### src/rtl/hse_pkg.sv
// shared types and constants for the heap sort engine
package hse_pkg;

   localparam int CAPACITY = 32;
   localparam int KEY_W    = 16;
   localparam int ADDR_W   = (CAPACITY > 1) ? $clog2(CAPACITY) : 1;
   localparam int CNT_W    = $clog2(CAPACITY + 1);
   localparam int CHILD_W  = ADDR_W + 2;

   typedef struct packed {
      logic [KEY_W-1:0] key;
      logic             last_item;
   } req_type;

   typedef struct packed {
      logic [KEY_W-1:0] sorted_key;
      logic             last_result;
      logic             overflow;
   } rsp_type;

   // one result handed from the sequencer to the output register
   typedef struct packed {
      logic    valid;
      rsp_type data;
   } emit_type;

   typedef enum logic [11:0] {
      ST_LOAD      = 12'b0000_0000_0001,
      ST_SD_NODE   = 12'b0000_0000_0010,
      ST_SD_CAP    = 12'b0000_0000_0100,
      ST_SD_LC     = 12'b0000_0000_1000,
      ST_SD_RC     = 12'b0000_0001_0000,
      ST_SD_CMP    = 12'b0000_0010_0000,
      ST_TASK_DONE = 12'b0000_0100_0000,
      ST_EX_ROOT   = 12'b0000_1000_0000,
      ST_EX_TAIL   = 12'b0001_0000_0000,
      ST_EX_SWAP   = 12'b0010_0000_0000,
      ST_EM_RD     = 12'b0100_0000_0000,
      ST_EM_OUT    = 12'b1000_0000_0000
   } state_type;

endpackage

### src/rtl/hse_key_ram.sv
// single-port-write, single-port-read key memory with registered read data
module hse_key_ram #(
   parameter int DEPTH = 32,
   parameter int WIDTH = 16
) (
   input  logic                                      clock,
   input  logic                                      wr_en,
   input  logic [((DEPTH > 1) ? $clog2(DEPTH) : 1)-1:0] wr_addr,
   input  logic [WIDTH-1:0]                          wr_data,
   input  logic [((DEPTH > 1) ? $clog2(DEPTH) : 1)-1:0] rd_addr,
   output logic [WIDTH-1:0]                          rd_data
);

   logic [WIDTH-1:0] mem_ff [DEPTH];
   logic [WIDTH-1:0] rd_data_ff;

   always_ff @(posedge clock) begin
      if (wr_en) begin
         mem_ff[wr_addr] <= wr_data;
      end
      rd_data_ff <= mem_ff[rd_addr];
   end

   assign rd_data = rd_data_ff;

endmodule

### src/rtl/hse_ctrl.sv
// sequencer: loads keys, runs heap build and extraction on the key memory, reads out
module hse_ctrl
   import hse_pkg::*;
(
   input  logic              clock,
   input  logic              reset,
   input  logic              req_valid,
   input  req_type           req_data,
   output logic              req_stall,
   input  logic              out_free,
   output emit_type          emit,
   output logic              mem_wr_en,
   output logic [ADDR_W-1:0] mem_wr_addr,
   output logic [KEY_W-1:0]  mem_wr_data,
   output logic [ADDR_W-1:0] mem_rd_addr,
   input  logic [KEY_W-1:0]  mem_rd_data
);

   state_type          state_ff, state_in;
   logic [CNT_W-1:0]   count_ff, count_in;
   logic               ovf_ff, ovf_in;
   logic               build_ff, build_in;
   logic [CNT_W-1:0]   bi_ff, bi_in;
   logic [CNT_W-1:0]   ei_ff, ei_in;
   logic [CNT_W-1:0]   size_ff, size_in;
   logic [ADDR_W-1:0]  node_ff, node_in;
   logic [KEY_W-1:0]   cur_key_ff, cur_key_in;
   logic [KEY_W-1:0]   lkey_ff, lkey_in;
   logic               rc_ok_ff, rc_ok_in;
   logic [ADDR_W-1:0]  j_ff, j_in;

   logic [CHILD_W-1:0] lc, rc, size_ext;
   logic               lc_ok, rc_ok;
   logic               has_room, bigger_l, bigger_r;
   logic [KEY_W-1:0]   bkey_l, bkey;
   logic [ADDR_W-1:0]  big_idx;
   logic [CNT_W-1:0]   count_next, n_half, bi_dec, bi_dec2, ei_dec, j_inc;

   // first build node is half the count minus one
   function automatic logic [ADDR_W-1:0] bi_in_node(input logic [CNT_W-1:0] half);
      logic [CNT_W-1:0] idx;
      idx = half - CNT_W'(1);
      return idx[ADDR_W-1:0];
   endfunction

   // child indices of the current node, wide enough not to wrap
   assign lc       = {1'b0, node_ff, 1'b1};
   assign rc       = {1'b0, node_ff, 1'b0} + CHILD_W'(2);
   assign size_ext = CHILD_W'(size_ff);
   assign lc_ok    = lc < size_ext;
   assign rc_ok    = rc < size_ext;

   assign has_room   = count_ff < CNT_W'(CAPACITY);
   assign count_next = count_ff + CNT_W'(has_room);
   assign n_half     = count_next >> 1;
   assign bi_dec     = bi_ff - CNT_W'(1);
   assign bi_dec2    = bi_ff - CNT_W'(2);
   assign ei_dec     = ei_ff - CNT_W'(1);
   assign j_inc      = CNT_W'(j_ff) + CNT_W'(1);

   // pick the larger child; ties keep the parent or the left child
   assign bigger_l = lkey_ff > cur_key_ff;
   assign bkey_l   = bigger_l ? lkey_ff : cur_key_ff;
   assign bigger_r = rc_ok_ff && (mem_rd_data > bkey_l);
   assign bkey     = bigger_r ? mem_rd_data : lkey_ff;
   assign big_idx  = bigger_r ? rc[ADDR_W-1:0] : lc[ADDR_W-1:0];

   assign req_stall = (state_ff != ST_LOAD);

   always_comb begin
      state_in    = state_ff;
      count_in    = count_ff;
      ovf_in      = ovf_ff;
      build_in    = build_ff;
      bi_in       = bi_ff;
      ei_in       = ei_ff;
      size_in     = size_ff;
      node_in     = node_ff;
      cur_key_in  = cur_key_ff;
      lkey_in     = lkey_ff;
      rc_ok_in    = rc_ok_ff;
      j_in        = j_ff;
      mem_wr_en   = 1'b0;
      mem_wr_addr = node_ff;
      mem_wr_data = cur_key_ff;
      mem_rd_addr = '0;
      emit.valid  = 1'b0;
      emit.data.sorted_key  = mem_rd_data;
      emit.data.last_result = (j_inc == count_ff);
      emit.data.overflow    = ovf_ff;

      case (state_ff)
         ST_LOAD: begin
            if (req_valid) begin
               mem_wr_en   = has_room;
               mem_wr_addr = count_ff[ADDR_W-1:0];
               mem_wr_data = req_data.key;
               count_in    = count_next;
               ovf_in      = ovf_ff | ~has_room;
               if (req_data.last_item) begin
                  size_in = count_next;
                  j_in    = '0;
                  if (n_half != '0) begin
                     build_in = 1'b1;
                     bi_in    = n_half;
                     node_in  = bi_in_node(n_half);
                     state_in = ST_SD_NODE;
                  end else begin
                     state_in = ST_EM_RD;
                  end
               end
            end
         end
         ST_SD_NODE: begin
            mem_rd_addr = node_ff;
            state_in    = ST_SD_CAP;
         end
         ST_SD_CAP: begin
            cur_key_in = mem_rd_data;
            state_in   = ST_SD_LC;
         end
         ST_SD_LC: begin
            if (lc_ok) begin
               mem_rd_addr = lc[ADDR_W-1:0];
               state_in    = ST_SD_RC;
            end else begin
               // leaf reached: the sifted key lands here
               mem_wr_en = 1'b1;
               state_in  = ST_TASK_DONE;
            end
         end
         ST_SD_RC: begin
            lkey_in     = mem_rd_data;
            rc_ok_in    = rc_ok;
            mem_rd_addr = rc[ADDR_W-1:0];
            state_in    = ST_SD_CMP;
         end
         ST_SD_CMP: begin
            mem_wr_en = 1'b1;
            if (bigger_l || bigger_r) begin
               // larger child moves up, sifted key stays in a register
               mem_wr_data = bkey;
               node_in     = big_idx;
               state_in    = ST_SD_LC;
            end else begin
               state_in = ST_TASK_DONE;
            end
         end
         ST_TASK_DONE: begin
            if (build_ff) begin
               if (bi_ff > CNT_W'(1)) begin
                  bi_in    = bi_dec;
                  node_in  = bi_dec2[ADDR_W-1:0];
                  state_in = ST_SD_NODE;
               end else begin
                  build_in = 1'b0;
                  ei_in    = count_ff;
                  state_in = ST_EX_ROOT;
               end
            end else begin
               ei_in = ei_dec;
               if (ei_dec > CNT_W'(1)) begin
                  state_in = ST_EX_ROOT;
               end else begin
                  j_in     = '0;
                  state_in = ST_EM_RD;
               end
            end
         end
         ST_EX_ROOT: begin
            mem_rd_addr = '0;
            state_in    = ST_EX_TAIL;
         end
         ST_EX_TAIL: begin
            lkey_in     = mem_rd_data;
            mem_rd_addr = ei_dec[ADDR_W-1:0];
            state_in    = ST_EX_SWAP;
         end
         ST_EX_SWAP: begin
            // root goes to the tail, tail key sifts down from the root
            cur_key_in  = mem_rd_data;
            mem_wr_en   = 1'b1;
            mem_wr_addr = ei_dec[ADDR_W-1:0];
            mem_wr_data = lkey_ff;
            node_in     = '0;
            size_in     = ei_dec;
            state_in    = ST_SD_LC;
         end
         ST_EM_RD: begin
            mem_rd_addr = j_ff;
            state_in    = ST_EM_OUT;
         end
         ST_EM_OUT: begin
            mem_rd_addr = j_ff;
            if (out_free) begin
               emit.valid  = 1'b1;
               mem_rd_addr = j_inc[ADDR_W-1:0];
               j_in        = j_inc[ADDR_W-1:0];
               if (j_inc == count_ff) begin
                  count_in = '0;
                  ovf_in   = 1'b0;
                  state_in = ST_LOAD;
               end
            end
         end
         default: begin
            state_in = ST_LOAD;
         end
      endcase
   end

   always_ff @(posedge clock) begin
      if (reset) begin
         state_ff <= ST_LOAD;
         count_ff <= '0;
         ovf_ff   <= 1'b0;
         build_ff <= 1'b0;
      end else begin
         state_ff <= state_in;
         count_ff <= count_in;
         ovf_ff   <= ovf_in;
         build_ff <= build_in;
      end
   end

   always_ff @(posedge clock) begin
      bi_ff      <= bi_in;
      ei_ff      <= ei_in;
      size_ff    <= size_in;
      node_ff    <= node_in;
      cur_key_ff <= cur_key_in;
      lkey_ff    <= lkey_in;
      rc_ok_ff   <= rc_ok_in;
      j_ff       <= j_in;
   end

endmodule

### src/rtl/heap_sort_engine.sv
// top level of the heap sort engine
//
// Collects unsigned 16-bit keys on the req_ channel, one transfer per cycle, into
// a key memory of CAPACITY entries. Keys arriving with the store full are dropped
// and the set is marked overflowed. The transfer with last_item set closes the set:
// req_stall rises and the block builds a max-heap in the memory with sift-down,
// then extracts the root until the memory is in ascending order. Each sift level
// steps through a left child read, a right child read and a compare with write
// back, and a sift ends in a done step; a build node adds a node read, a capture
// and a done step, and an extraction swap a root read, a tail read, the swap and
// a done step. Results then leave on the rsp_ channel one per cycle while rsp_stall
// is low, smallest first, with last_result on the largest key and overflow on
// every result of a dropped set. The output register holds a result under
// rsp_stall; readout pauses and resumes. After the last result is handed to the
// output register, req_stall falls and the next set may load while that result
// still waits. Reset clears the key count, the overflow flag and the output
// valid; the key memory itself is not cleared and needs no sweep.
module heap_sort_engine
   import hse_pkg::*;
(
   input  logic    clock,
   input  logic    reset,
   input  logic    req_valid,
   input  req_type req_data,
   output logic    req_stall,
   output logic    rsp_valid,
   output rsp_type rsp_data,
   input  logic    rsp_stall
);

   emit_type          emit;
   logic              out_free;
   logic              mem_wr_en;
   logic [ADDR_W-1:0] mem_wr_addr, mem_rd_addr;
   logic [KEY_W-1:0]  mem_wr_data, mem_rd_data;
   logic              rsp_valid_ff, rsp_valid_in;
   rsp_type           rsp_data_ff, rsp_data_in;

   hse_key_ram #(
      .DEPTH (CAPACITY),
      .WIDTH (KEY_W)
   ) u_ram (
      .clock   (clock),
      .wr_en   (mem_wr_en),
      .wr_addr (mem_wr_addr),
      .wr_data (mem_wr_data),
      .rd_addr (mem_rd_addr),
      .rd_data (mem_rd_data)
   );

   hse_ctrl u_ctrl (
      .clock       (clock),
      .reset       (reset),
      .req_valid   (req_valid),
      .req_data    (req_data),
      .req_stall   (req_stall),
      .out_free    (out_free),
      .emit        (emit),
      .mem_wr_en   (mem_wr_en),
      .mem_wr_addr (mem_wr_addr),
      .mem_wr_data (mem_wr_data),
      .mem_rd_addr (mem_rd_addr),
      .mem_rd_data (mem_rd_data)
   );

   // output register: free when empty or being transferred this cycle
   assign out_free     = !rsp_valid_ff || !rsp_stall;
   assign rsp_valid_in = emit.valid || (rsp_valid_ff && rsp_stall);
   assign rsp_data_in  = emit.valid ? emit.data : rsp_data_ff;

   always_ff @(posedge clock) begin
      if (reset) begin
         rsp_valid_ff <= 1'b0;
      end else begin
         rsp_valid_ff <= rsp_valid_in;
      end
   end

   always_ff @(posedge clock) begin
      rsp_data_ff <= rsp_data_in;
   end

   assign rsp_valid = rsp_valid_ff;
   assign rsp_data  = rsp_data_ff;

endmodule

### config.mk
export PLATFORM = sky130hd
export DESIGN_NAME = heap_sort_engine
export DESIGN_NICKNAME = d
export VERILOG_FILES = /design/src/rtl/hse_pkg.sv /design/src/rtl/hse_key_ram.sv /design/src/rtl/hse_ctrl.sv /design/src/rtl/heap_sort_engine.sv
export SDC_FILE = /design/constraint.sdc
export NUM_CORES = 1
export LEC_CHECK = 0
export BUFFER_PORTS_ARGS = -buffer_cell sky130_fd_sc_hd__clkbuf_2
export CAP_MARGIN = 40
export CORE_UTILIZATION = 43
export DETAILED_ROUTE_END_ITERATION = 16
export SLEW_MARGIN = 10
export SYNTH_ARGS = -nofsm -noshare
export SYNTH_HDL_FRONTEND = slang
export SYNTH_SLANG_ARGS = --single-unit
### constraint.sdc
create_clock -name clock -period 6.9 [get_ports clock]
set_input_delay 0.345 -clock clock [delete_from_list [all_inputs] [get_ports clock]]
set_output_delay 0.345 -clock clock [all_outputs]
set_load 0.005 [all_outputs]
* Word level (Yosys, flattened, before mapping)
Memory sizes are Yosys's and may differ from the RTL's. A register that Yosys moved wholly into a read port is not among the register bits.
Index checks and enable logic that the tools add are counted.
** Cells by class
- Add/subtract/negate cells :: 7
- Magnitude comparators :: 7
- Eq/ne operators :: 25
- Mux-type cells :: 66
- Bitwise operators :: 2
- Reduce and logical (&&, ||, !) cells :: 24
** Operators with widths (number)
- $pmux 12 s11 :: 1
- $mux 6 :: 12
- $mux 5 :: 14
- $mux 16 :: 4
- $mux 12 :: 5
- $pmux 16 s3 :: 1
- $pmux 6 s2 :: 3
- $gt 16x16->1 :: 2
- $pmux 5 s6 :: 1
- $mux 11 :: 2
- $pmux 5 s4 :: 1
- $pmux 5 s3 :: 1
- $mux 1 :: 14
- $mux 7 :: 2
- $ne 2x2->1 const B :: 7
- $eq 12x1->1 const B :: 1
- $eq 12x10->1 const B :: 1
- $eq 12x11->1 const B :: 1
- $eq 12x12->1 const B :: 1
- $eq 12x2->1 const B :: 1
- $eq 12x3->1 const B :: 1
- $eq 12x4->1 const B :: 1
- $eq 12x5->1 const B :: 1
- $eq 12x6->1 const B :: 1
- other kinds (36) :: 52
** Storage, ports and cells
- Register bits after elaboration :: 100
- Memory bits (writable) :: 512
- Input bits :: 21
- Word-level logic and storage cells :: 148
- Memories :: 1
** Memory list
- u_ram.mem_ff :: words 32, width 16, rd ports 1, clocked after memory_dff 1, write ports 1, RTL line hse_key_ram.sv:14 : logic [WIDTH-1:0] mem_ff [DEPTH];

* Depth between registers and ports, before layout
Gate-level depths: netlist of the first run.
- Word-level depth :: 7
- Mapped depth :: 21
- Gate-level depth less buffers :: 19

* Cells and area by module
A second synthesis of the first run with hierarchy kept.
** Unflattened totals
- Cells, all modules :: 1835
- Area, all modules :: 27318.7 sq um
** By module, submodules not included
- hse_key_ram :: instances 1, cells each 1143, area each 20534.7 sq um
- hse_ctrl :: instances 1, cells each 670, area each 6211.0 sq um
- heap_sort_engine :: instances 1, cells each 22, area each 573.0 sq um

* Worst setup path before layout of the first run
Ideal clock, no wire load.
- Path kind :: register to register
- From :: register u_ctrl.lkey_ff[1]
- To :: memory u_ram.mem_ff[0][0], data pin
- Arrival time :: 6.093 ns
- Path slack :: 0.353 ns
- Cell stages (with the launch flop) :: 21
- Path buffers :: 2
- Period minus slack after synthesis :: 6.547 ns
- Cells stage by stage :: edfxtp_1 > ha_1 > nor2b_1 > o21a_1 > o21a_1 > o21ai_0 > a21oi_1 > o21ai_1 > clkbuf_1 > mux2i_1 > ha_1 > a21o_1 > a21o_1 > a21o_1 > a21o_1 > a211o_1 > a221oi_1 > nor2_1 > clkbuf_1 > mux2i_1 > o21ai_0
** On the way
- Word-level cells in the longest chain between the ends :: 7
- Elaborated cells on any way between the ends :: 8
- Those cells by class :: order compare (2); mux (4); reduce/logical (2)
** Ends and longest elaborated chain
- from (decl) :: RTL line hse_ctrl.sv:28 : logic [KEY_W-1:0] lkey_ff, lkey_in;
- from (signal assigned) :: RTL line hse_ctrl.sv:232 : lkey_ff <= lkey_in;
- $gt 16x16->1 :: RTL line hse_ctrl.sv:62 : assign bigger_l = lkey_ff > cur_key_ff;
- $mux 16 :: RTL line hse_ctrl.sv:63 : assign bkey_l = bigger_l ? lkey_ff : cur_key_ff;
- $gt 16x16->1 :: RTL line hse_ctrl.sv:64 : assign bigger_r = rc_ok_ff && (mem_rd_data > bkey_l);
- $logic_and 1x1->1 :: RTL line hse_ctrl.sv:64
- $mux 16 / $logic_or 1x1->1 (equally long branches) :: RTL line hse_ctrl.sv:65, hse_ctrl.sv:140
- $mux 16 (*) :: RTL line hse_ctrl.sv:140 : if (bigger_l || bigger_r) begin
- $pmux 16 s3 (*) :: RTL line hse_ctrl.sv:92 : case (state_ff)
- via mem_wr_data[0] :: RTL line heap_sort_engine.sv:35 : logic [KEY_W-1:0] mem_wr_data, mem_rd_data;
- to (decl) :: RTL line hse_key_ram.sv:14
The timed path passes the listed nets; every way through them passes the cells marked *.

* Worst setup path in the final report of the first run
- From :: register u_ctrl.cur_key_ff[1]
- To :: memory u_ram.mem_ff[0][0], data pin
** On the way
- Word-level cells in the longest chain between the ends :: 7
- Elaborated cells on any way between the ends :: 8
- Those cells by class :: order compare (2); mux (4); reduce/logical (2)
** Ends and longest elaborated chain
- from (decl) :: RTL line hse_ctrl.sv:27 : logic [KEY_W-1:0] cur_key_ff, cur_key_in;
- from (signal assigned) :: RTL line hse_ctrl.sv:231 : cur_key_ff <= cur_key_in;
- $gt 16x16->1 :: RTL line hse_ctrl.sv:62
- $mux 16 :: RTL line hse_ctrl.sv:63
- $gt 16x16->1 :: RTL line hse_ctrl.sv:64
- $logic_and 1x1->1 :: RTL line hse_ctrl.sv:64
- $mux 16 / $logic_or 1x1->1 (equally long branches) :: RTL line hse_ctrl.sv:65, hse_ctrl.sv:140
- $mux 16 (*) :: RTL line hse_ctrl.sv:140
- $pmux 16 s3 (*) :: RTL line hse_ctrl.sv:92
- via mem_wr_data[0] :: RTL line heap_sort_engine.sv:35
Marked as above.

==> results of run 1 <==
[worst register-to-register path, stage by stage, from the launching register on]
cell and delay (ns):
edfxtp_1 0.44, inv_1 0.09, ha_1 0.23, nor2b_1 0.13
o21a_1 0.16, o21a_1 0.16, o21ai_0 0.18, a21oi_1 0.11
o21ai_2 0.17, buf_4 0.35, mux2i_1 0.28, ha_1 0.28
a21o_1 0.16, a21o_1 0.17, a21o_1 0.17, a211o_1 0.28
a221oi_1 0.47, nor2_1 0.13, buf_4 0.24, mux2i_1 0.15
o21ai_2 0.58, buf_4 0.32
[cells by family (layout without fill, tap and decap cells)]
family / Yosys count / after routing / share of synthesized area, %
fa+ha+maj: 54 / 54 / 2.435
simple gates: 642 / 642 / 10.97
compound gates: 312 / 312 / 7.850
xor+xnor: 35 / 35 / 1.105
buf+inv: 157 / 291 / 2.787
other cells: 0 / 1 / 0
flops: 628 / 628 / 66.63
mux: 223 / 223 / 8.225
[per-layer routing]
layer / global-route usage (%) / vias to the layer above / part of all wire, %
met4: 7.119 / 2 / 2.9
li1: - / 8010 / -
met5: 0 / - / 0.018
met2: 38.46 / 736 / 47
met3: 4.021 / 145 / 7.2
met1: 33.03 / 9016 / 43
[state kept, by name, indices dropped and copies added (netlist names)]
signal	count
rsp_data	18
rsp_valid	1
u_ctrl.bi_ff	6
u_ctrl.build_ff	1
u_ctrl.count_ff	6
u_ctrl.cur_key_ff	16
u_ctrl.ei_ff	6
u_ctrl.j_ff	5
u_ctrl.lkey_ff	16
u_ctrl.node_ff	5
u_ctrl.ovf_ff	1
u_ctrl.rc_ok_ff	1
u_ctrl.size_ff	6
u_ctrl.state_ff	12
u_ram.mem_ff	512
u_ram.rd_data	16
[through the flow]
step	std cells	setup slack (ns)
after floorplan	2051	0.3534
after global placement	2899	1.714
after detailed placement	2911	1.544
after CTS	3031	1.531
after global routing	3031	1.009
final	3032	1.516
[power by group through the flow]
stage,clock (uW),combinational (uW),sequential [uW]
2_1_floorplan,0,1680,5440
3_3_place_gp,0,2730,5550
3_5_place_dp,0,2820,5570
4_1_cts,3430,2830,5490
5_1_grt,3580,3060,5530
6_report,3390,2850,5500
[layout by cell type, fill, tap and decap left out, drive strengths merged, types with 6 or more instances in the layout]
cell     synthesis  final
a21oi           63     63
o21a             8      8
clkinv           0     27
nor2b           11     11
clkbuf          32    128
or3             13     13
xnor2           22     22
nand2          247    247
o211ai          21     21
a21o            17     17
mux2            40     40
nand3          101    101
a222oi          17     17
nor4b            9      9
inv             51     53
edfxtp         591    591
nor2           138    138
or4              9      9
a31oi           20     20
a221oi           6      6
dfxtp           37     37
nor4            10     10
o2111ai         12     12
o221ai          14     14
ha              54     54
and3            14     14
buf             74     80
mux2i          183    183
nor3            39     39
nand2b          11     11
and2             7      7
xor2            13     13
o21ai           50     50
o22ai           27     27
a211oi          11     11
nand4           17     17
[cell usage after synthesis (all sizes together) (11+ instances only)]
master,instances
nand3,101
o22ai,27
nand2b,11
or3,13
o21ai,50
clkbuf,32
and3,14
nor2b,11
nor2,138
o2111ai,12
xor2,13
a222oi,17
a21oi,63
a31oi,20
edfxtp,591
nand2,247
xnor2,22
inv,51
buf,74
a21o,17
nand4,17
ha,54
o211ai,21
dfxtp,37
mux2i,183
a211oi,11
mux2,40
nor3,39
o221ai,14
[worst max-delay path by stage]
| stage | start | endpoint | slack (ns) | cells past startpoint |
|---|---|---|---|---|
| after detailed placement | u_ctrl.cur_key_ff[1] | u_ram.mem_ff[6][0] | 1.54 | 21 |
| after global routing | u_ctrl.cur_key_ff[1] | u_ram.mem_ff[6][0] | 1.01 | 21 |
| after CTS | u_ctrl.cur_key_ff[1] | u_ram.mem_ff[2][0] | 1.53 | 21 |
| final | u_ctrl.cur_key_ff[1] | u_ram.mem_ff[0][0] | 1.52 | 21 |
| after floorplan | u_ctrl.lkey_ff[1] | u_ram.mem_ff[0][0] | 0.35 | 20 |
| after global placement | u_ctrl.cur_key_ff[1] | u_ram.mem_ff[20][0] | 1.71 | 21 |
[area by class of cell]
class	count	area [sq um]	share of cell area, %
repair buffers	120	982.2	3.121
diodes	1	2.502	0.007952
well taps	846	1059	3.364
multi-input cells	1266	8702	27.65
inverters	51	191.4	0.6083
clock buffers	88	1818	5.777
clock inverters	32	226.5	0.7197
flip-flops and latches	628	18490	58.75
==> key figures, run 1 <==
Worst setup path
  • Worst setup SP type: flip-flop
  • WP data required: 7.34 ns
  • Crit. End Element: flip-flop
  • Largest stage delay on the critical path: 0.58 ns
  • CP arrival: 5.83 ns
  • Crit-path cells: inv_1 > ha_1 > nor2b_1 > o21a_1 > o21a_1 > o21ai_0 > a21oi_1 > o21ai_2 > buf_4 > mux2i_1 > ha_1 > a21o_1 > a21o_1 > a21o_1 > a211o_1 > a221oi_1 > nor2_1 > buf_4 > mux2i_1 > o21ai_2 > buf_4
  • Crit path kind: flip-flop to flip-flop
  • RR Endpoint: u_ram.mem_ff[0][0]
  • R2R cell count: 21
  • Slowest stage cell on the critical path: o21ai_2
  • CP bufs+invs: 4
  • CP top delay family: compound AO/OA/AOI/OAI gates
  • Critical R2R Launch: u_ctrl.cur_key_ff[1]
  • Setup slack, reg-to-reg: 1.52 ns
  • CP max FO: 17

Outcome
  • Outcome: finished, final reports clean

Yosys
  • Post-synth EDFFs: 591
  • Netlist cell types: 84
  • Post-synth top area share: 63.96%
  • Yosys top cell by area: edfxtp_1
  • Syn. warnings: 0
  • Yosys reg bits: 628
  • Most used DFF post-synth: edfxtp_1
  • Mean Syn Cell Area: 13.53 sq um
  • Mapped Cells: 2051
  • Register area share after synthesis: 66.63%
  • Top cells by area, synth: edfxtp_1, mux2i_1, nand2_1
  • Total standard cell area after synthesis: 27750 sq um
  • Synth Net Count: 2126
  • Async set-reset flop share out of synthesis: 0%

Detailed routing
  • DRT Wirelength: 78.53 mm
  • Initial DRC Count: 2136
  • 1st-pass router iterations: 6
  • DRC viols: 0
  • Vias: 17910
  • WL per Instance: 25.90 um
  • Vias per cell: 5.907
  • Final ANT Viol Nets: 0

Pwr
  • Clock power frac: 28.9%
  • Leak pwr: 0.01151 uW
  • Post-layout power: 11730 uW
  • Comb pwr share: 24.3%
  • Worst vdd ir: 182.5 uV
  • Internal power: 7935 uW
  • Power per cell area: 372.7 nW/um^2
  • Sw Share: 32.35%
  • Psw: 3795 uW
  • Reg power frac: 46.9%

Floorplan
  • Chip Width: 256.0 um
  • Number of top-level pins: 41
  • Starting Density: 43.75%
  • Full die area: 65550 sq um
  • Core Footprint: 63430 sq um
  • # rows: 92
  • Die span in y: 256.0 um

Timing
  • Min Hold Slack: 0.1910 ns
  • Final hold vios: 0
  • Fin. max-slew vios: 0
  • RSZ-0062 raised after global routing: no
  • Final Skew: 0.02443 ns
  • Setup TNS: 0 ns
  • Post-layout min period: 5.384 ns
  • Actual slew at the worst max-slew pin: 1.259 ns
  • Final setup vio count: 0
  • Max Clk Rate: 0.1858 GHz
  • Period utilization: 78.02%
  • Slew HR: 16.04%

Placement
  • Cell Area, Placed: 29420 sq um
  • Buffers on Ports: 40
  • RD Place Congestion: 0.9205
  • Hpwl dp: 48.77 mm

Hold path
  • Hold path depth: 3
  • Hold EP: rsp_valid
  • Min-delay worst type: input port to flip-flop
  • Hold Startpoint: rsp_stall

Global route
  • Global route overflow: 0
  • GR Util All Layers: 23.84%
  • Number of global-route vias before repair: 17420
  • Antenna violations before repair: 1
  • Global-route wire length before repair: 115.8 mm
  • Largest net degree at the start of global routing: 91

Clocking
  • Max clock buf depth: 3
  • Hold_buf cts: 0
  • Clk_lat worst skew: 0.60 ns
  • Setup Fix Bufs, Post-CTS: 0
  • Worst-path clk slew: 0.06 ns
  • CTS root buffer: clkbuf_16
  • CTS tree: built
  • Total clock sinks: 628
  • Resize count post-CTS: 0
  • H-tree depth: 3
  • CTS Buf Count: 68

Cells and area
  • Final Instance Area: 31470 sq um
  • Layout cells sized above 1: 14.05%
  • Layout Nets: 2210
  • Area grow syn2layout: 13.41%
  • Fill cell total of the finished layout: 5438
  • Fin util: 49.62%

Run
  • Max Cap Viol: 0
No activity file was read; power rests on OpenSTA's default activity.
==> run 2: changes to the inputs <==
--- a/config.mk
+++ b/config.mk
@@ -5,6 +5,7 @@
 export SDC_FILE = /design/constraint.sdc
 export NUM_CORES = 1
 export LEC_CHECK = 0
+export ABC_AREA = 1
 export BUFFER_PORTS_ARGS = -buffer_cell sky130_fd_sc_hd__clkbuf_2
 export CAP_MARGIN = 40
 export CORE_UTILIZATION = 43
==> constraint.sdc (replaced) <==
create_clock -name clock -period 4.4 [get_ports clock]
set_input_delay 0.22 -clock clock [delete_from_list [all_inputs] [get_ports clock]]
set_output_delay 0.22 -clock clock [all_outputs]
set_load 0.005 [all_outputs]
==> run 2 against run 1 <==
Against the previous run: critical path depth rose by 3; via count rose by 18%; total power rose by 71%; hold slack got worse by 0.14 ns; register-to-register slack got worse by 1.1 ns; clock power rose by 62%; core utilization rose by 0.68 points; sequential cell count did not move; setup slack got worse by 1.1 ns; critical endpoint is now u_ram.mem_ff[3][11].
==> key figures, run 2 <==
Outcome
  • Outcome: finished, final reports clean

Detailed routing
  • DRC viols: 0
  • WL per Instance: 23.57 um
  • Vias: 21130
  • Final ANT Viol Nets: 0
  • DRT Wirelength: 86.53 mm
  • Vias per cell: 5.755
  • Initial DRC Count: 2599
  • 1st-pass router iterations: 6

Yosys
  • Most used DFF post-synth: edfxtp_1
  • Yosys top cell by area: edfxtp_1
  • Count leader, synth: nand3_1
  • Post-synth top cells: nand3_1, edfxtp_1, nand2_1
  • Mean Syn Cell Area: 10.80 sq um
  • Mapped Cells: 2637
  • Syn. warnings: 0
  • Netlist cell types: 51
  • Synth Net Count: 2712
  • Top cells by area, synth: edfxtp_1, nand3_1, nand2_1
  • Post-synth top area share: 62.31%
  • Async set-reset flop share out of synthesis: 0%
  • Register area share after synthesis: 64.91%
  • Yosys reg bits: 628
  • Post-synth EDFFs: 591
  • Total standard cell area after synthesis: 28480 sq um

Cells and area
  • Most frequent cells in the layout: nand3_1, edfxtp_1, nand2_1
  • Fill cell total of the finished layout: 5756
  • Multi-input logic area: 8740 sq um
  • Layout cells sized above 1: 13.10%
  • Layout Nets: 2842
  • Top reg by flops: u_ram.mem_ff
  • FF+latch area: 18490 sq um
  • Final Non-Filler Cells: 3671
  • Final Instance Area: 32660 sq um
  • Area grow syn2layout: 14.66%
  • N_diodes: 0
  • Commonest non-fill, non-tap cell in the layout: nand3_1
  • Fin util: 50.30%
  • Max FFs per register: 512

Pwr
  • Leak pwr: 0.01232 uW
  • Worst vdd ir: 345.8 uV
  • Power per cell area: 615.4 nW/um^2

Placement
  • Buffers on Ports: 40
  • RD Place Congestion: 0.9233
  • Post-placement cell count: 3550
  • Hpwl dp: 54.80 mm
  • Cell Area, Placed: 30470 sq um

Global route
  • Global-route wire length before repair: 128.1 mm
  • Largest net degree at the start of global routing: 83
  • Number of global-route vias before repair: 20090
  • GR Util All Layers: 25.74%
  • Global route overflow: 0
  • Antenna violations before repair: 0

Floorplan
  • # rows: 93
  • Number of top-level pins: 41
  • Full die area: 67270 sq um
  • Die span in y: 259.4 um
  • Chip Width: 259.4 um
  • Starting Density: 43.86%
  • Core Footprint: 64930 sq um

Timing
  • Max Clk Rate: 0.2480 GHz
  • Slew HR: 52.98%
  • Post-layout min period: 4.032 ns
  • Final hold vios: 0
  • Final Skew: 0.03126 ns
  • Actual slew at the worst max-slew pin: 0.7054 ns
  • Final setup vio count: 0
  • Fin. max-slew vios: 0
  • Period utilization: 91.64%
  • Min Hold Slack: 0.04988 ns

Hold path
  • Min-delay worst type: input port to flip-flop

Clocking
  • CTS root buffer: clkbuf_16
  • H-tree depth: 3
  • Total clock sinks: 628
  • CTS Buf Count: 68
  • CTS tree: built
  • Worst-path clk slew: 0.06 ns
  • Clk_lat worst skew: 0.61 ns
  • Max clock buf depth: 3

Worst setup path
  • CP max FO: 32
  • WP data required: 4.72 ns
  • Worst setup SP type: flip-flop
  • Most used cell, CP: nand2_1
  • Critical Path End: u_ram.mem_ff[3][11]
  • R2R cell count: 24
  • Crit-path cells: ha_1 > a21oi_1 > nand3b_1 > a21oi_1 > nor2_1 > nand2_1 > nand2_1 > buf_6 > nand2_1 > o21a_1 > ha_1 > nand2_1 > nor2_1 > buf_4 > nand4_1 > o31a_1 > nand2_2 > nand2_1 > nand2_4 > buf_4 > inv_1 > nand2_1 > nand3_1 > buf_4
  • RR Endpoint: u_ram.mem_ff[3][11]
  • CP arrival: 4.35 ns
  • Critical R2R Launch: u_ctrl.lkey_ff[9]
  • Slowest stage cell on the critical path: edfxtp_1
  • Stages on worst setup path: 24
  • CP top delay family: simple AND/OR/NAND/NOR gates
  • Worst Setup SP: u_ctrl.lkey_ff[9]
  • CP bufs+invs: 5
  • Crit. End Element: flip-flop
  • Crit path kind: flip-flop to flip-flop
  • Setup slack, reg-to-reg: 0.37 ns
  • Largest stage delay on the critical path: 0.40 ns

Run
  • Max Cap Viol: 0
==> run 2: cell families after synthesis <==
family	Yosys count	synth area share, %
flip-flops	628	64.91
AND/OR/NAND/NOR	1484	23.89
buffers and inverters	286	4.740
XOR/XNOR	19	0.5843
adder cells (fa/ha/maj)	54	2.372
AO/OA/AOI/OAI	166	3.506
==> run 2: worst min path at each step <==
stage	start	endpoint	depth (start not counted)
2_1_floorplan	reset	u_ctrl.state_ff[2]	1
3_3_place_gp	u_ctrl.ovf_ff	rsp_data[0]	0
3_5_place_dp	u_ctrl.ovf_ff	rsp_data[0]	0
4_1_cts	reset	u_ctrl.build_ff	2
5_1_grt	reset	rsp_valid	2
6_report	reset	u_ctrl.build_ff	2
==> run 2: repair_timing <==
item                                    CTS  global route
resized for setup                         0            16
setup buffers                             0             1
endpoints found under the hold margin     1             0
endpoints found under the setup margin    0           473
hold buffers                              1             0
==> run 2: metal layers <==
metal	track usage [%]	wire length, um	vias to the layer above	part of all wire [%]
met2	40.27	39510	1023	46
li1	-	-	9680	-
met1	35.19	35820	10220	41
met5	0	0	-	0
met3	5.067	7925	201	9.2
met4	10.33	3271	0	3.8
==> run 2: layout make-up <==
type                    instances  area share [%]
flip-flops and latches        628           56.61
multi-input cells            1723           26.76
clock buffers                  90           5.617
repair buffers                214           5.341
well taps                     855           3.276
inverters                     132           1.540
clock inverters                29          0.8544
==> run 2: power breakdown <==
part           internal (uW)  switching [uW]  leakage [uW]
Combinational           1590            4070       0.00564
Clock                   3170            2320       0.00103
Sequential              8540             404       0.00566
==> run 2: worst reg2reg max path, stage by stage, from the launching register on <==
cell and delay (ns):
edfxtp_1 0.40, ha_1 0.33, a21oi_1 0.14, nand3b_1 0.13, a21oi_1 0.07, nor2_1 0.10, nand2_1 0.09, nand2_1 0.15
buf_6 0.17, nand2_1 0.08, o21a_1 0.11, ha_1 0.28, nand2_1 0.06, nor2_1 0.15, buf_4 0.13, nand4_1 0.06
o31a_1 0.26, nand2_2 0.11, nand2_1 0.10, nand2_4 0.12, buf_4 0.18, inv_1 0.10, nand2_1 0.06, nand3_1 0.08
buf_4 0.25
==> run 2: metrics by stage <==
stage                     setup WS [ns]  power (uW)  TNS [ns]
after global routing           -0.01522       20970   -0.3263
final                            0.3678       20100         0
after detailed placement         0.1646       14590         0
after floorplan                  0.3401       12200         0
after CTS                        0.1235       20060         0
after global placement          -0.1404       14410    -10.87
==> run 3: changes to the inputs <==
--- a/config.mk
+++ b/config.mk
@@ -7,10 +7,11 @@
 export LEC_CHECK = 0
 export ABC_AREA = 1
 export BUFFER_PORTS_ARGS = -buffer_cell sky130_fd_sc_hd__clkbuf_2
-export CAP_MARGIN = 40
+export CAP_MARGIN = 10
 export CORE_UTILIZATION = 43
 export DETAILED_ROUTE_END_ITERATION = 16
 export SLEW_MARGIN = 10
 export SYNTH_ARGS = -nofsm -noshare
 export SYNTH_HDL_FRONTEND = slang
+export SYNTH_HIERARCHICAL = 1
 export SYNTH_SLANG_ARGS = --single-unit
==> constraint.sdc (replaced) <==
create_clock -name clock -period 4.4 [get_ports clock]
set_input_delay 0.44 -clock clock [delete_from_list [all_inputs] [get_ports clock]]
set_output_delay 0.44 -clock clock [all_outputs]
set_load 0.005 [all_outputs]
==> run 3 against run 2 <==
Against the previous run: clock skew shrank 0.0055 ns; first-iteration DRC count fell by 16%; hold slack improved by 0.12 ns; core utilization decreased by 0.85 points; synthesized cell count is 3.3% higher; cell area is 0.62% lower; global-route usage down 2.5 points; critical path type unchanged.
==> key figures, run 3 <==
Outcome
  • Outcome: finished, final reports clean

Cells and area
  • Layout Nets: 2901
  • Top reg by flops: u_ram/mem_ff
  • Fill cell total of the finished layout: 5929
  • Most frequent cells in the layout: nand2_1, edfxtp_1, nand3_1
  • N_diodes: 0
  • Max FFs per register: 512
  • Layout cells sized above 1: 11.60%
  • Commonest non-fill, non-tap cell in the layout: nand2_1
  • Final Instance Area: 32450 sq um
  • Area grow syn2layout: 13.87%

Clocking
  • H-tree depth: 3
  • Clk_lat worst skew: 0.62 ns
  • Max clock buf depth: 3
  • CTS root buffer: clkbuf_16
  • CTS tree: built
  • CTS Buf Count: 70
  • Worst-path clk slew: 0.06 ns
  • Total clock sinks: 628

Global route
  • GR Util All Layers: 23.26%
  • Global route overflow: 0
  • Largest net degree at the start of global routing: 105
  • Number of global-route vias before repair: 19440
  • Global-route wire length before repair: 118.3 mm
  • Antenna violations before repair: 0

Timing
  • Slew HR: 8.009%
  • Actual slew at the worst max-slew pin: 1.380 ns
  • Setup TNS: 0 ns
  • Final Skew: 0.02581 ns
  • Final hold vios: 0
  • Period utilization: 90.29%
  • RSZ-0062 raised after global routing: no
  • Min Hold Slack: 0.1653 ns
  • Fin. max-slew vios: 0
  • Max Clk Rate: 0.2517 GHz
  • Final setup vio count: 0
  • Post-layout min period: 3.973 ns

Detailed routing
  • WL per Instance: 21.02 um
  • Vias per cell: 5.393
  • DRT Wirelength: 78.70 mm
  • Vias: 20190
  • Initial DRC Count: 2173
  • 1st-pass router iterations: 6
  • DRC viols: 0
  • Final ANT Viol Nets: 0

Floorplan
  • Core Footprint: 65630 sq um
  • # rows: 94
  • Full die area: 67310 sq um
  • Die span in y: 259.5 um
  • Number of top-level pins: 41
  • Starting Density: 43.43%
  • Chip Width: 259.5 um

Yosys
  • Post-synth EDFFs: 591
  • Top cells by area, synth: edfxtp_1, nand2_1, nand3_1
  • Mean Syn Cell Area: 10.46 sq um
  • Async set-reset flop share out of synthesis: 0%
  • Post-synth top cells: nand2_1, edfxtp_1, nand3_1
  • Synth Net Count: 2799
  • Register area share after synthesis: 64.87%
  • Most used DFF post-synth: edfxtp_1
  • Syn. warnings: 6
  • Total standard cell area after synthesis: 28500 sq um
  • Post-synth top area share: 62.27%
  • Netlist cell types: 48
  • Count leader, synth: nand2_1
  • Mapped Cells: 2724
  • Yosys reg bits: 628
  • Yosys top cell by area: edfxtp_1

Hold path
  • Min-delay worst type: input port to flip-flop
  • Hold path depth: 3
  • Hold Startpoint: rsp_stall
  • Hold EP: rsp_valid

Pwr
  • Post-layout power: 19970 uW
  • Psw: 6706 uW
  • Clock power frac: 28.4%
  • Leak pwr: 0.01268 uW
  • Worst vdd ir: 366.2 uV
  • Reg power frac: 44.6%
  • Internal power: 13260 uW
  • Sw Share: 33.58%
  • Power per cell area: 615.3 nW/um^2
  • Comb pwr share: 27.1%

Placement
  • RD Place Congestion: 0.9362
  • Hpwl dp: 48.16 mm
  • Buffers on Ports: 40
  • Cell Area, Placed: 30160 sq um

Worst setup path
  • RR Endpoint: u_ram/mem_ff[6][11]
  • CP max FO: 32
  • Worst Setup SP: u_ctrl/cur_key_ff[11]
  • WP data required: 4.75 ns
  • Setup slack, reg-to-reg: 0.43 ns
  • Slowest stage cell on the critical path: edfxtp_1
  • Crit-path cells: inv_1 > ha_1 > a21oi_1 > o21ai_0 > a21oi_1 > nand2_1 > nand2_2 > buf_6 > o21ai_0 > ha_1 > nand2_1 > nor2_1 > nand4_1 > o21a_1 > nand2_2 > buf_4 > buf_4 > inv_1 > nand2_1 > o21ai_0 > nand2_1 > nand3_1 > buf_12
  • CP arrival: 4.32 ns
  • Critical R2R Launch: u_ctrl/cur_key_ff[11]
  • Worst setup SP type: flip-flop
  • R2R cell count: 23
  • Most used cell, CP: nand2_1
  • Crit. End Element: flip-flop
  • Crit path kind: flip-flop to flip-flop
  • Largest stage delay on the critical path: 0.38 ns

Run
  • Max Cap Viol: 0
## run 3: changes by cell type in the layout (fill, tap and decap cells not counted), moves of 14 or more
cell | previous run | this run
a21oi_1 | 43 | 29
nand3b_1 | 15 | 1
buf_4 | 148 | 110
inv_1 | 114 | 140
nor2_1 | 133 | 109
nand3_1 | 771 | 436
nand2_1 | 515 | 965
## run 3: how the worst max path moves through the flow
stage	endpoint	slack [ns]	cells past startpoint
floorplan	u_ram/mem_ff[0][12]	0.16	21
global placement	u_ram/mem_ff[14][12]	-0.03	20
detailed placement	u_ram/mem_ff[18][13]	-0.16	20
CTS	u_ram/mem_ff[27][13]	0.27	20
global route	u_ram/mem_ff[9][11]	0.09	23
finish	u_ram/mem_ff[6][11]	0.43	23
## run 3: power by group through the flow
stage	logic, uW	clock network (uW)	registers (uW)
after detailed placement	5220	0	9020
final	5400	5670	8900
after global routing	5960	5980	8950
after floorplan	3210	0	8860
after CTS	5270	5750	8890
after global placement	5120	0	9000
## run 3: cell families after synthesis
logic type | Yosys count | share of synthesized area (%)
compound gates | 152 | 3.222
simple gates | 1573 | 23.41
flops | 628 | 64.87
xor+xnor | 20 | 0.6410
fa+ha+maj | 54 | 2.371
buf+inv | 297 | 5.492
## run 3: area by class of cell
type                    count  area (sq um)  area share (%)
flip-flops and latches    628         18490           56.97
multi-input cells        1801          8578           26.43
clock buffers              96          1931           5.949
repair buffers            175          1518           4.677
well taps                 864          1081           3.331
inverters                 150         573.1           1.766
clock inverters            29         285.3          0.8790
## run 3: layer usage
metal	global-route usage, %	vias to the layer above	share of wire (%)
met1	32.21	9762	44
li1	-	9527	-
met4	7.222	0	2.6
met5	0	-	0
met2	37.74	755	47
met3	3.447	142	6.8
## run 3: through the flow
stage,cells,utilization (%),setup WS [ns]
finish,3743,49.45,0.4272
global route,3743,49.45,0.08967
CTS,3740,49.35,0.2745
detailed placement,3615,45.95,-0.1556
global placement,3615,45.95,-0.03298
floorplan,2724,-,0.1640
## run 3: timing repair
item                                    CTS  global route
gates cloned                              0             2
endpoints found under the setup margin   64           240
hold buffers                              0             0
pin swaps                                 0             1
gates resized for setup                   2             5
setup buffers                             0             1
## run 3: critical path: cells and delay by family (launching register included)
kind,cells,cell delay [ns]
AOI/OAI and AO/OA,6,0.87
adders and majority gates,2,0.54
buffers and inverters,6,0.94
DFF,1,0.38
and+or+nand+nor,9,0.94
